--- src/hw/rtl/rational_tick_divider_with_stall_watch_top_defines.svh ---
// Assertion macros shared by the rational tick divider RTL files.
`ifndef RATIONAL_TICK_DIVIDER_WITH_STALL_WATCH_TOP_DEFINES_SVH
`define RATIONAL_TICK_DIVIDER_WITH_STALL_WATCH_TOP_DEFINES_SVH

// Same-cycle implication, sampled on clk, idle during rst.
`define RTD_ASSERT_SAME(lbl, ante, cons, msg) \
  lbl: assert property (@(posedge clk) disable iff (rst) (ante) |-> (cons)) \
    else $error(msg);

// Next-cycle implication, sampled on clk, idle during rst.
`define RTD_ASSERT_NEXT(lbl, ante, cons, msg) \
  lbl: assert property (@(posedge clk) disable iff (rst) (ante) |=> (cons)) \
    else $error(msg);

`endif

--- src/hw/rtl/rtd_pkg.sv ---
// Shared types, codes and constants of the rational tick divider.
`default_nettype none
package rtd_pkg;

  localparam int RATE_W   = 31;
  localparam int THRESH_W = 16;
  localparam int ELAPSED_W = 16;
  localparam int WORD_W   = 32;
  localparam int PROD_W   = RATE_W + ELAPSED_W;
  localparam int SUM_W    = PROD_W + 1;
  localparam int DIV_STEPS = ELAPSED_W;
  localparam int DIV_CNT_W = $clog2(DIV_STEPS);
  localparam int ADDR_W   = 4;

  localparam logic [RATE_W-1:0]   INPUT_RATE_RST   = 31'd44100;
  localparam logic [RATE_W-1:0]   SERVICE_RATE_RST = 31'd60;
  localparam logic [THRESH_W-1:0] STALL_THRESH_RST = 16'd16;

  localparam logic [WORD_W-1:0] HALF_RANGE = 32'h8000_0000;

  // operation codes
  localparam logic [1:0] OP_ADVANCE = 2'd0;
  localparam logic [1:0] OP_OBSERVE = 2'd1;
  localparam logic [1:0] OP_CLAIM   = 2'd2;

  // register indexes (byte address / 4)
  localparam logic [1:0] REG_INPUT_RATE   = 2'd0;
  localparam logic [1:0] REG_SERVICE_RATE = 2'd1;
  localparam logic [1:0] REG_STALL_THRESH = 2'd2;

  typedef enum logic [2:0] {
    ST_IDLE,
    ST_CHECK,
    ST_MUL,
    ST_ADD,
    ST_DIV,
    ST_FINISH
  } state_t;

  typedef struct packed {
    logic load;
    logic mul;
    logic add;
    logic div_step;
    logic commit;
  } cmd_t;

  typedef struct packed {
    logic adv_go;
    logic div_last;
  } sts_t;

endpackage
`default_nettype wire

--- src/hw/rtl/rtd_ctrl.sv ---
// Sequencer for the rational tick divider: handshakes and step commands.
`default_nettype none
`include "rational_tick_divider_with_stall_watch_top_defines.svh"
module rtd_ctrl (
  input  logic          clk,
  input  logic          rst,
  input  logic          in_valid,
  output logic          in_stall,
  output logic          out_valid,
  input  logic          out_stall,
  input  rtd_pkg::sts_t sts,
  output rtd_pkg::cmd_t cmd
);

  rtd_pkg::state_t state;
  rtd_pkg::state_t state_next;

  always_ff @(posedge clk) begin
    if (rst) begin
      state <= rtd_pkg::ST_IDLE;
    end else begin
      state <= state_next;
    end
  end

  always_comb begin
    state_next = state;
    cmd        = '0;
    in_stall   = 1'b1;
    unique case (state)
      rtd_pkg::ST_IDLE: begin
        in_stall = 1'b0;
        if (in_valid) begin
          cmd.load   = 1'b1;
          state_next = rtd_pkg::ST_CHECK;
        end
      end
      rtd_pkg::ST_CHECK: begin
        state_next = sts.adv_go ? rtd_pkg::ST_MUL : rtd_pkg::ST_FINISH;
      end
      rtd_pkg::ST_MUL: begin
        cmd.mul    = 1'b1;
        state_next = rtd_pkg::ST_ADD;
      end
      rtd_pkg::ST_ADD: begin
        cmd.add    = 1'b1;
        state_next = rtd_pkg::ST_DIV;
      end
      rtd_pkg::ST_DIV: begin
        cmd.div_step = 1'b1;
        if (sts.div_last) begin
          state_next = rtd_pkg::ST_FINISH;
        end
      end
      rtd_pkg::ST_FINISH: begin
        if (!out_valid || !out_stall) begin
          cmd.commit = 1'b1;
          state_next = rtd_pkg::ST_IDLE;
        end
      end
      default: begin
        state_next = rtd_pkg::ST_IDLE;
      end
    endcase
  end

  always_ff @(posedge clk) begin
    if (rst) begin
      out_valid <= 1'b0;
    end else if (cmd.commit) begin
      out_valid <= 1'b1;
    end else if (!out_stall) begin
      out_valid <= 1'b0;
    end
  end

  `RTD_ASSERT_SAME(a_commit_no_overwrite, cmd.commit && out_valid, !out_stall,
    "result overwritten while still stalled")
  `RTD_ASSERT_SAME(a_out_from_commit, $rose(out_valid), $past(cmd.commit),
    "output valid rose without a commit")

endmodule
`default_nettype wire

--- src/hw/rtl/rtd_dp.sv ---
// Datapath: item registers, multiply, restoring divider, state and result.
`default_nettype none
`include "rational_tick_divider_with_stall_watch_top_defines.svh"
module rtd_dp (
  input  logic                           clk,
  input  logic                           rst,
  input  logic                           cfg_clear,
  input  logic [rtd_pkg::RATE_W-1:0]     input_rate,
  input  logic [rtd_pkg::RATE_W-1:0]     service_rate,
  input  logic [rtd_pkg::THRESH_W-1:0]   stall_threshold,
  input  logic [1:0]                     op,
  input  logic [rtd_pkg::ELAPSED_W-1:0]  elapsed_ticks,
  input  logic [rtd_pkg::WORD_W-1:0]     hw_tick_value,
  input  logic [rtd_pkg::WORD_W-1:0]     generation_value,
  input  rtd_pkg::cmd_t                  cmd,
  output rtd_pkg::sts_t                  sts,
  output logic                           ok,
  output logic [rtd_pkg::ELAPSED_W-1:0]  service_due,
  output logic [rtd_pkg::WORD_W-1:0]     service_total,
  output logic                           stalled_flag,
  output logic [rtd_pkg::WORD_W-1:0]     stale_count
);

  // item registers
  logic [1:0]                    op_q;
  logic [rtd_pkg::ELAPSED_W-1:0] elapsed_q;
  logic [rtd_pkg::WORD_W-1:0]    hw_q;
  logic [rtd_pkg::WORD_W-1:0]    gen_q;

  // arithmetic registers
  logic [rtd_pkg::PROD_W-1:0]    prod;
  logic [rtd_pkg::RATE_W-1:0]    rem;
  logic [rtd_pkg::ELAPSED_W-1:0] quo;
  logic [rtd_pkg::DIV_CNT_W-1:0] cnt;

  // block state
  logic [rtd_pkg::RATE_W-1:0]    acc;
  logic [rtd_pkg::WORD_W-1:0]    svc_count;
  logic                          stall_latched;
  logic                          hw_seen;
  logic [rtd_pkg::WORD_W-1:0]    last_hw;
  logic [rtd_pkg::THRESH_W-1:0]  rep_count;
  logic                          gen_seen;
  logic [rtd_pkg::WORD_W-1:0]    last_gen;
  logic [rtd_pkg::WORD_W-1:0]    reject_count;

  logic [rtd_pkg::WORD_W-1:0]    svc_count_next;
  logic                          stall_latched_next;
  logic                          hw_seen_next;
  logic [rtd_pkg::WORD_W-1:0]    last_hw_next;
  logic [rtd_pkg::THRESH_W-1:0]  rep_count_next;
  logic                          gen_seen_next;
  logic [rtd_pkg::WORD_W-1:0]    last_gen_next;
  logic [rtd_pkg::WORD_W-1:0]    reject_count_next;
  logic                          ok_next;
  logic [rtd_pkg::ELAPSED_W-1:0] due_next;

  logic                          cfg_ok;
  logic [rtd_pkg::SUM_W-1:0]     sum;
  logic [rtd_pkg::WORD_W-1:0]    trial;
  logic [rtd_pkg::WORD_W-1:0]    diff;
  logic                          qbit;
  logic [rtd_pkg::THRESH_W-1:0]  rep_inc;
  logic [rtd_pkg::WORD_W-1:0]    gen_delta;

  assign cfg_ok = (input_rate != '0) && (service_rate != '0) &&
                  (service_rate <= input_rate) && (stall_threshold != '0);

  assign sts.adv_go = cfg_ok && (op_q == rtd_pkg::OP_ADVANCE) &&
                      (elapsed_q != '0) &&
                      (rtd_pkg::RATE_W'(elapsed_q) <= input_rate) && !stall_latched;
  assign sts.div_last = (cnt == rtd_pkg::DIV_CNT_W'(rtd_pkg::DIV_STEPS - 1));

  assign sum   = rtd_pkg::SUM_W'(prod) + rtd_pkg::SUM_W'(acc);
  assign trial = {rem, quo[rtd_pkg::ELAPSED_W-1]};
  assign qbit  = (trial >= {1'b0, input_rate});
  assign diff  = trial - {1'b0, input_rate};

  always_ff @(posedge clk) begin
    if (cmd.load) begin
      op_q      <= op;
      elapsed_q <= elapsed_ticks;
      hw_q      <= hw_tick_value;
      gen_q     <= generation_value;
    end
    if (cmd.mul) begin
      prod <= rtd_pkg::PROD_W'(elapsed_q) * rtd_pkg::PROD_W'(service_rate);
    end
    if (cmd.add) begin
      // high part is below the divisor, so the quotient fits the low part
      rem <= sum[rtd_pkg::SUM_W-2 -: rtd_pkg::RATE_W];
      quo <= sum[rtd_pkg::ELAPSED_W-1:0];
      cnt <= '0;
    end else if (cmd.div_step) begin
      rem <= qbit ? diff[rtd_pkg::RATE_W-1:0] : trial[rtd_pkg::RATE_W-1:0];
      quo <= {quo[rtd_pkg::ELAPSED_W-2:0], qbit};
      cnt <= cnt + 1'b1;
    end
  end

  assign rep_inc   = rep_count + 1'b1;
  assign gen_delta = gen_q - last_gen;

  always_comb begin
    ok_next            = 1'b0;
    due_next           = '0;
    svc_count_next     = svc_count;
    stall_latched_next = stall_latched;
    hw_seen_next       = hw_seen;
    last_hw_next       = last_hw;
    rep_count_next     = rep_count;
    gen_seen_next      = gen_seen;
    last_gen_next      = last_gen;
    reject_count_next  = reject_count;
    if (cfg_ok) begin
      unique case (op_q)
        rtd_pkg::OP_ADVANCE: begin
          if (sts.adv_go) begin
            ok_next        = 1'b1;
            due_next       = quo;
            svc_count_next = svc_count + rtd_pkg::WORD_W'(quo);
          end
        end
        rtd_pkg::OP_OBSERVE: begin
          if (!stall_latched) begin
            if (!hw_seen || (hw_q != last_hw)) begin
              hw_seen_next   = 1'b1;
              last_hw_next   = hw_q;
              rep_count_next = '0;
              ok_next        = 1'b1;
            end else begin
              rep_count_next = rep_inc;
              if (rep_inc >= stall_threshold) begin
                stall_latched_next = 1'b1;
              end else begin
                ok_next = 1'b1;
              end
            end
          end
        end
        rtd_pkg::OP_CLAIM: begin
          if ((gen_q == '0) ||
              (gen_seen && ((gen_delta == '0) || (gen_delta >= rtd_pkg::HALF_RANGE)))) begin
            reject_count_next = reject_count + 1'b1;
          end else begin
            gen_seen_next = 1'b1;
            last_gen_next = gen_q;
            ok_next       = 1'b1;
          end
        end
        default: begin
          ok_next = 1'b0;
        end
      endcase
    end
  end

  always_ff @(posedge clk) begin
    if (rst || cfg_clear) begin
      acc           <= '0;
      svc_count     <= '0;
      stall_latched <= 1'b0;
      hw_seen       <= 1'b0;
      last_hw       <= '0;
      rep_count     <= '0;
      gen_seen      <= 1'b0;
      last_gen      <= '0;
      reject_count  <= '0;
    end else if (cmd.commit) begin
      if (sts.adv_go) begin
        acc <= rem;
      end
      svc_count     <= svc_count_next;
      stall_latched <= stall_latched_next;
      hw_seen       <= hw_seen_next;
      last_hw       <= last_hw_next;
      rep_count     <= rep_count_next;
      gen_seen      <= gen_seen_next;
      last_gen      <= last_gen_next;
      reject_count  <= reject_count_next;
    end
  end

  always_ff @(posedge clk) begin
    if (cmd.commit) begin
      ok            <= ok_next;
      service_due   <= due_next;
      service_total <= svc_count_next;
      stalled_flag  <= stall_latched_next;
      stale_count   <= reject_count_next;
    end
  end

  `RTD_ASSERT_SAME(a_quo_bounded, cmd.commit && sts.adv_go,
    rtd_pkg::ELAPSED_W'(quo) <= elapsed_q, "quotient exceeds elapsed count")
  `RTD_ASSERT_NEXT(a_rem_below_rate, cmd.commit && sts.adv_go && !cfg_clear,
    acc < input_rate, "remainder not below input rate")
  `RTD_ASSERT_NEXT(a_div_start, cmd.add, cnt == '0, "divider count not cleared")

endmodule
`default_nettype wire

--- src/hw/rtl/rational_tick_divider_with_stall_watch_top.sv ---
// Top level of the rational tick divider with stall watch: APB registers and wiring.
//
//   channel  direction  handshake            payload
//   in       sink       in_valid / in_stall  op, elapsed_ticks, hw_tick_value,
//                                            generation_value
//   out      source     out_valid/out_stall  ok, service_due, service_total,
//                                            stalled_flag, stale_count
//   cfg      APB slave  psel/penable/pready  paddr, pwdata, prdata
//
// An advance goes from its transfer to its result register by these steps: a
// check, the 16x31 multiply, the 48-bit add, the restoring divider that retires
// one quotient bit per cycle for the 16-bit quotient, and the commit. Observe,
// claim and rejected ops go from the check straight to the commit. One item
// is in work at a time; the commit holds while an earlier result still waits
// under out_stall. in_stall drops again the cycle after the result is
// registered, even while out_stall holds that result. rst is synchronous and
// clears state and registers to defaults; a write to any listed register clears
// the block state as well.
`default_nettype none
module rational_tick_divider_with_stall_watch_top (
  input  logic                           clk,
  input  logic                           rst,
  // input channel
  input  logic                           in_valid,
  output logic                           in_stall,
  input  logic [1:0]                     op,
  input  logic [rtd_pkg::ELAPSED_W-1:0]  elapsed_ticks,
  input  logic [rtd_pkg::WORD_W-1:0]     hw_tick_value,
  input  logic [rtd_pkg::WORD_W-1:0]     generation_value,
  // output channel
  output logic                           out_valid,
  input  logic                           out_stall,
  output logic                           ok,
  output logic [rtd_pkg::ELAPSED_W-1:0]  service_due,
  output logic [rtd_pkg::WORD_W-1:0]     service_total,
  output logic                           stalled_flag,
  output logic [rtd_pkg::WORD_W-1:0]     stale_count,
  // configuration port
  input  logic                           psel,
  input  logic                           penable,
  input  logic                           pwrite,
  input  logic [rtd_pkg::ADDR_W-1:0]     paddr,
  input  logic [rtd_pkg::WORD_W-1:0]     pwdata,
  output logic [rtd_pkg::WORD_W-1:0]     prdata,
  output logic                           pready
);

  logic [rtd_pkg::RATE_W-1:0]   input_rate;
  logic [rtd_pkg::RATE_W-1:0]   service_rate;
  logic [rtd_pkg::THRESH_W-1:0] stall_threshold;

  logic       cfg_wr;
  logic       cfg_clear;
  logic [1:0] reg_index;

  rtd_pkg::cmd_t cmd;
  rtd_pkg::sts_t sts;

  assign pready    = 1'b1;
  assign reg_index = paddr[3:2];
  assign cfg_wr    = psel && penable && pwrite;

  // Hold the register file; a write to a listed register also drops block state.
  always_ff @(posedge clk) begin
    if (rst) begin
      input_rate      <= rtd_pkg::INPUT_RATE_RST;
      service_rate    <= rtd_pkg::SERVICE_RATE_RST;
      stall_threshold <= rtd_pkg::STALL_THRESH_RST;
    end else if (cfg_wr) begin
      unique case (reg_index)
        rtd_pkg::REG_INPUT_RATE:   input_rate      <= pwdata[rtd_pkg::RATE_W-1:0];
        rtd_pkg::REG_SERVICE_RATE: service_rate    <= pwdata[rtd_pkg::RATE_W-1:0];
        rtd_pkg::REG_STALL_THRESH: stall_threshold <= pwdata[rtd_pkg::THRESH_W-1:0];
        default: begin
        end
      endcase
    end
  end

  always_comb begin
    cfg_clear = 1'b0;
    unique case (reg_index) inside
      rtd_pkg::REG_INPUT_RATE,
      rtd_pkg::REG_SERVICE_RATE,
      rtd_pkg::REG_STALL_THRESH: cfg_clear = cfg_wr;
      default: cfg_clear = 1'b0;
    endcase
  end

  // Read back zero-extended register values; unlisted addresses read as zero.
  always_comb begin
    unique case (reg_index)
      rtd_pkg::REG_INPUT_RATE:   prdata = rtd_pkg::WORD_W'(input_rate);
      rtd_pkg::REG_SERVICE_RATE: prdata = rtd_pkg::WORD_W'(service_rate);
      rtd_pkg::REG_STALL_THRESH: prdata = rtd_pkg::WORD_W'(stall_threshold);
      default:                   prdata = '0;
    endcase
  end

  rtd_ctrl u_ctrl (
    .clk       (clk),
    .rst       (rst),
    .in_valid  (in_valid),
    .in_stall  (in_stall),
    .out_valid (out_valid),
    .out_stall (out_stall),
    .sts       (sts),
    .cmd       (cmd)
  );

  rtd_dp u_dp (
    .clk              (clk),
    .rst              (rst),
    .cfg_clear        (cfg_clear),
    .input_rate       (input_rate),
    .service_rate     (service_rate),
    .stall_threshold  (stall_threshold),
    .op               (op),
    .elapsed_ticks    (elapsed_ticks),
    .hw_tick_value    (hw_tick_value),
    .generation_value (generation_value),
    .cmd              (cmd),
    .sts              (sts),
    .ok               (ok),
    .service_due      (service_due),
    .service_total    (service_total),
    .stalled_flag     (stalled_flag),
    .stale_count      (stale_count)
  );

endmodule
`default_nettype wire
--- config.mk ---
export PLATFORM = sky130hd
export DESIGN_NAME = rational_tick_divider_with_stall_watch_top
export DESIGN_NICKNAME = d
export VERILOG_FILES = /design/src/hw/rtl/rtd_pkg.sv /design/src/hw/rtl/rtd_ctrl.sv /design/src/hw/rtl/rtd_dp.sv /design/src/hw/rtl/rational_tick_divider_with_stall_watch_top.sv
export VERILOG_INCLUDE_DIRS = /design/src /design/src/hw/rtl
export SDC_FILE = /design/constraint.sdc
export NUM_CORES = 2
export LEC_CHECK = 0
export BUFFER_PORTS_ARGS = -buffer_cell sky130_fd_sc_hd__buf_2
export CAP_MARGIN = 40
export CORE_MARGIN = 4
export CORE_UTILIZATION = 44
export DETAILED_ROUTE_END_ITERATION = 7
export GPL_TIMING_DRIVEN = 0
export HOLD_SLACK_MARGIN = 0.15
export MAX_ROUTING_LAYER = met4
export PLACE_DENSITY = 0.66
export SLEW_MARGIN = 0
export SYNTH_ARGS = -nofsm -noshare
export SYNTH_HDL_FRONTEND = slang
export SYNTH_SLANG_ARGS = --single-unit
--- constraint.sdc ---
create_clock -name clk -period 7.3 [get_ports clk]
set_input_delay 0.365 -clock clk [delete_from_list [all_inputs] [get_ports clk]]
set_output_delay 0.365 -clock clk [all_outputs]
set_load 0.03 [all_outputs]
=== Word-level counts from Yosys, hierarchy flattened ===
Cells that the tools add are included.
Widths: inputs -> output; s select.

* Magnitude comparators: 5
* Multiply operators: 1
* Reductions and logical operators: 39
* Bitwise logic cells: 2
* Mux-type cells: 40
* Add/sub/neg operators: 7
* Eq/ne operators: 15

{| class="wikitable"
|+ Operators by type and width
! operator !! number
|-
| $mux 32 || 6
|-
| $mux 31 || 3
|-
| $pmux 31 s3 || 1
|-
| $logic_not 32->1 || 2
|-
| $reduce_bool 31->1 || 2
|-
| $mux 16 || 3
|-
| $add 47x31->47 || 1
|-
| $mul 16x31->47 || 1
|-
| $add 32x1->32 const B || 1
|-
| $add 32x16->32 || 1
|-
| $ge 32x31->1 || 1
|-
| $ge 32x32->1 const B || 1
|-
| $ne 32x32->1 || 1
|-
| $reduce_bool 16->1 || 2
|-
| $sub 32x32->32 || 1
|-
| $le 16x31->1 || 1
|-
| $le 31x31->1 || 1
|-
| $sub 31x31->31 || 1
|-
| $mux 1 || 21
|-
| $pmux 3 s6 || 1
|-
| $add 16x1->16 const B || 1
|-
| $ge 16x16->1 || 1
|-
| $mux 3 || 4
|-
| $logic_and 1x1->1 || 10
|-
| 21 further kinds || 41
|}

* Output and inout bits: 117
* Word-level logic and storage cells: 136
* Register bits after elaboration: 522

=== Longest topological paths before layout ===
* Word-level depth: 11
* Mapped depth: 27
* Gate-level depth less buffers: 26

=== By module ===
From an unflattened synthesis, not the netlist that was laid out.

* Cells, all modules: 4844
* Area total of the unflattened synthesis: 45062.0 µm²

{| class="wikitable"
|+ Modules (own cells, without submodules)
! module !! instances !! area an instance (µm²) !! cells each
|-
| rtd_dp || 1 || 41021.8 || 4418
|-
| rational_tick_divider_with_stall_watch_top || 1 || 3807.4 || 395
|-
| rtd_ctrl || 1 || 232.7 || 31
|}

=== Worst setup path before layout ===
No wires, ideal clock.

* Path type: register to register
* From: register service_rate[12] (netlist bit)
* To: register u_dp.prod[46] (netlist bit), data pin
* Buffers on the path: 2
* Slack: 201 ps
* Arrival: 6833 ps
* Library setup time: 266 ps
* Data required time: 7034 ps
* Period minus slack after synthesis: 7099 ps
* Cell stages (with the launch flop): 26
* Cell sequence: dfxtp_1 clkbuf_1 clkbuf_1 nand2_1 fa_1 fa_1 fa_1 inv_1 fa_1 fa_1 inv_1 fa_1 inv_1 ha_1 a21o_1 a21oi_1 nor2_1 o41a_1 a211oi_2 a21oi_1 a221o_1 or4_1 and3_1 a311o_1 nor4_1 nor3_1

* Longest elaborated chain between the ends: 1

{| class="wikitable"
|+ Ends and longest elaborated chain
! item !! RTL line !! RTL
|-
| from (decl) || rational_tick_divider_with_stall_watch_top.sv:49 || <nowiki>logic [rtd_pkg::RATE_W-1:0] service_rate;</nowiki>
|-
| from (signal assigned) || rational_tick_divider_with_stall_watch_top.sv:67 || <nowiki>service_rate <= rtd_pkg::SERVICE_RATE_RST;</nowiki>
|-
| from (signal assigned) || rational_tick_divider_with_stall_watch_top.sv:72 || <nowiki>rtd_pkg::REG_SERVICE_RATE: service_rate <= pwdata[rtd_pkg::RATE_W-1:0];</nowiki>
|-
| $mul 16x31->47 || rtd_dp.sv:87 || <nowiki>prod <= rtd_pkg::PROD_W'(elapsed_q) * rtd_pkg::PROD_W'(service_rate);</nowiki>
|-
| to (signal assigned) || rtd_dp.sv:87 ||
|-
| to (decl) || rtd_dp.sv:31 || <nowiki>logic [rtd_pkg::PROD_W-1:0] prod;</nowiki>
|}

Every way passes these cells.
A chain may end at the register's enable or synchronous reset.

=== Worst setup path in the final report ===
* From: register u_dp.elapsed_q[14] (netlist bit)
* To: register u_dp.prod[44] (netlist bit), data pin

* Longest elaborated chain between the ends: 1

{| class="wikitable"
|+ Ends and longest elaborated chain
! item !! RTL line !! RTL
|-
| from (decl) || rtd_dp.sv:26 || <nowiki>logic [rtd_pkg::ELAPSED_W-1:0] elapsed_q;</nowiki>
|-
| from (signal assigned) || rtd_dp.sv:82 || <nowiki>elapsed_q <= elapsed_ticks;</nowiki>
|-
| $mul 16x31->47 || rtd_dp.sv:87 ||
|}

Every way passes these cells.

==> impl_metrics.json <==
{
  "status": "finished with violations",
  "failed_checks": "negative setup slack",
  "antenna_found_initial": 15,
  "worst_pin_slew_ns": 1.118,
  "final_cells": 6749,
  "final.min_clock_period_ns": 7.532,
  "dp_hpwl_um": 114700,
  "fin_ws_ns": -0.2324,
  "seq_power_share_pct": 32.5,
  "synth_cells": 4920,
  "p_per_area_nw_per_um2": 205.4,
  "clock-sinks": 522,
  "power.switching_w": 0.003982,
  "rows": 116,
  "crit_slowest_cell": "edfxtp_1",
  "syn_to_final_growth_pct": 16.45,
  "report.final.setup_viol": 4,
  "grt_pass1_wl_um": 221200,
  "power.total_w": 0.01059,
  "holdWs_ns": 0.3847,
  "wirelength_um": 145600,
  "die_h_um": 325.1,
  "seqCellArea_um2": 13040,
  "clk_path_buf_depth": 3,
  "hold_violations": 0,
  "fp.dieW_um": 325.1,
  "yosysSeqAreaShare_pct": 29.45,
  "async_flop_share_pct": 0,
  "final_area_um2": 51530,
  "drc_errors": 0,
  "power_frac_comb_pct": 38.0,
  "peakVddDrop_uv": 236.9,
  "nFillCells": 9233,
  "hold_start": "elapsed_ticks[5]",
  "synth-main-ff-cell": "dfxtp_1",
  "fin_skew_ns": 0.06102,
  "critPathLaunch": "u_dp.elapsed_q[14]",
  "core_area_um2": 100000,
  "grt_max_degree": 51,
  "slowest_delay_ns": 0.60,
  "postSynthAreaPerCell_um2": 8.993,
  "worstSkewPairLatency_ns": 0.69,
  "initial_core_util_pct": 44.25,
  "grt_overflow": 0,
  "antenna_left": 0,
  "finalMaxSlewViolations": 0,
  "p_int_w": 0.006603,
  "grt_pass1_vias": 37320,
  "required_ns": 7.69,
  "track_usage_pct": 27.72,
  "min_period_over_period_pct": 103.2,
  "p_leak_nw": 21.62,
  "relSlewSlack_pct": 25.45,
  "path_cells": "clkbuf_2, and2_1, fa_1, fa_1, fa_1, fa_1, fa_1, inv_1, fa_1, inv_1, ha_1, a211o_1, a21oi_4, a221oi_2, nand3_1, a21oi_2, a221o_1, or4_4, and3_4, a311o_1, buf_4, xor2_1",
  "rsz0062_at_grt": "true",
  "r2r_start": "u_dp.elapsed_q[14]",
  "dpl_worst_slack_ns": -1.282,
  "htreeDepth": 2,
  "numCtsBuffers": 58,
  "dr_total_vias": 37700,
  "crit_path_frequent_cell": "fa_1",
  "clk_pin_slew_ns": 0.06,
  "gp_congestion": 1.000,
  "worst_hold_path_type": "in -> reg",
  "fin_nets": 6210,
  "arrival_ns": 7.92,
  "maxCapViolations": 0,
  "cts_tree": "built",
  "wl_per_cell_um": 21.57,
  "synthesis.nets": 5746,
  "io_buffers": 235,
  "yosysUniqueCellTypes": 84,
  "cts_root_buffer": "clkbuf_16",
  "multi_input_area_um2": 28310,
  "worstSetupPathType": "reg -> reg",
  "endpoint_kind": "flop",
  "crit_fanout": 10,
  "dp.cells": 6472,
  "switching_share_pct": 37.62,
  "via_per_inst": 5.586,
  "postPlaceCellArea_um2": 47340,
  "firstDrtPassIters": 6,
  "drive_gt1_share_pct": 11.12,
  "ys_ff_latch": 522,
  "drt_iter0_drc": 3291,
  "boundaryPins": 242,
  "fmax_ghz": 0.1328,
  "clkPwrFrac_pct": 29.4,
  "synth-edff-count": 258,
  "syn-cell-area_um2": 44250,
  "critPathLaunchType": "flop",
  "ys_warn_count": 0,
  "dieArea_um2": 105700
}
cell usage in the layout (no fill, tap or decap), types with 13 or more instances in the layout:
master	count
nand2_1	777
inv_1	554
fa_1	402
a21oi_1	385
ha_1	288
dfxtp_1	262
edfxtp_1	258
buf_2	255
and2_1	220
nor2_1	211
o21ai_0	149
clkbuf_1	146
xnor2_1	137
dlygate4sd3_1	116
nand3_1	110
xor2_1	107
a21o_1	77
and3_1	75
clkbuf_16	60
buf_4	52
mux2i_1	52
nor3_1	51
nand4_1	46
nor4_1	46
a211oi_1	41
clkbuf_4	38
nand2b_1	29
nor2b_1	28
or3_1	26
clkbuf_8	23
clkbuf_2	23
o21a_1	19
o211ai_1	19
nand3b_1	18
diode_2	17
mux2_2	15
nand4b_1	15
a31o_2	14
or4_1	13
power groups by stage:
stage,logic (W),registers (W),clock network [W]
after global routing,0.00435,0.00345,0.00328
after detailed placement,0.00362,0.00352,0
after CTS,0.00390,0.00344,0.00316
after floorplan,0.00230,0.00350,0
final,0.00403,0.00344,0.00312
after global placement,0.00354,0.00355,0
per-stage QoR:
stage,util [%],setup TNS (ns)
global route,51.51,-1.519
detailed placement,47.34,-12.55
floorplan,-,0
CTS,51.32,-0.1205
finish,51.53,-0.6699
global placement,47.05,-12.31
critical path: cells and delay by family (launching register included):
kind	cells	cell delay, ns
fa+ha+maj	7	3.45
compound gates	6	1.43
simple gates	4	1.00
buf+inv	4	0.62
flops	1	0.60
xor+xnor	1	0.13
cell usage after synthesis, drive strengths merged, types with 12 or more instances:
cell type,instances,area share [%]
mux2,15,0.38
nand2b,29,0.41
a211oi,46,0.83
nand2,777,6.6
buf,29,0.34
nor3,52,0.59
xnor2,137,2.7
and3,76,1.1
dfxtp,264,12
nand4b,15,0.30
nand4,46,0.65
a31oi,12,0.17
a31o,14,0.28
nor2,215,1.8
nor2b,29,0.42
nand3b,18,0.31
a21oi,392,4.5
ha,294,8.3
o21a,19,0.32
a21o,77,1.3
mux2i,52,1.2
and2,224,3.2
fa,407,18
or4,14,0.24
o21ai,154,1.7
nand3,111,1.3
xor2,107,2.1
o211ai,19,0.32
a211o,12,0.24
inv,558,4.7
or3,26,0.37
clkbuf,234,2.0
nor4,53,0.82
edfxtp,258,18
layout make-up:
class / instances / share of cell area [%]
Buffer: 255 / 2.856
Clock buffer: 78 / 3.111
Sequential cell: 522 / 25.30
Clock inverter: 32 / 0.8208
Inverter: 558 / 4.065
Antenna cell: 17 / 0.08256
Timing Repair Buffer: 412 / 5.670
Tap cell: 1298 / 3.152
Multi-Input combinational cell: 3577 / 54.94
per-layer routing:
layer  up-vias  share of wire (%)  GRT usage [%]
met1     18570                 41          34.99
met4         0                4.1          9.826
met5         -                  0              -
li1      17380                  -              -
met2      1455                 46          44.61
met3       294                8.6          5.417
timing repair:
action | CTS | global route
hold buffers | 116 | 0
buffers inserted | 37 | 5
endpoints found under the hold margin | 171 | 0
pin swaps | 5 | 21
endpoints found under the setup margin | 21 | 11
gates resized for setup | 201 | 61
sequential cells by signal (all words and copies together), names as in the netlist, 2 cells and up:
| signal | count |
|---|---|
| u_dp.service_due | 16 |
| u_dp.rep_count | 16 |
| stall_threshold | 16 |
| u_dp.hw_q | 32 |
| u_dp.elapsed_q | 16 |
| u_ctrl.state | 3 |
| u_dp.rem | 31 |
| u_dp.reject_count | 32 |
| u_dp.gen_q | 32 |
| input_rate | 31 |
| u_dp.prod | 47 |
| service_rate | 31 |
| u_dp.quo | 16 |
| u_dp.stale_count | 32 |
| u_dp.op_q | 2 |
| u_dp.svc_count | 32 |
| u_dp.last_gen | 32 |
| u_dp.cnt | 4 |
| u_dp.service_total | 32 |
| u_dp.last_hw | 32 |
| u_dp.acc | 31 |
worst paths after layout:
kind | slack (ns) | depth (start not counted) | endpoint
setup reg to reg | -0.23 | 22 | u_dp.prod[44]
hold / removal | 0.38 | 2 | u_dp.elapsed_q[5]
setup / recovery | -0.23 | 22 | u_dp.prod[44]
hold reg to reg | 0.46 | 2 | u_dp.acc[0]
logic make-up (layout without fill, tap and decap cells):
family | after synthesis | in the layout | share of synthesized area, %
AOI/OAI and AO/OA | 845 | 845 | 11.69
muxes | 67 | 67 | 1.558
other | 2 | 19 | 0.01697
buffers and inverters | 821 | 1335 | 7.055
and+or+nand+nor | 1718 | 1718 | 18.67
xor gates and xnor gates | 244 | 244 | 4.830
DFF | 522 | 522 | 29.45
adders and majority gates | 701 | 701 | 26.73
Note: power is estimated with default switching activity, not from simulation.
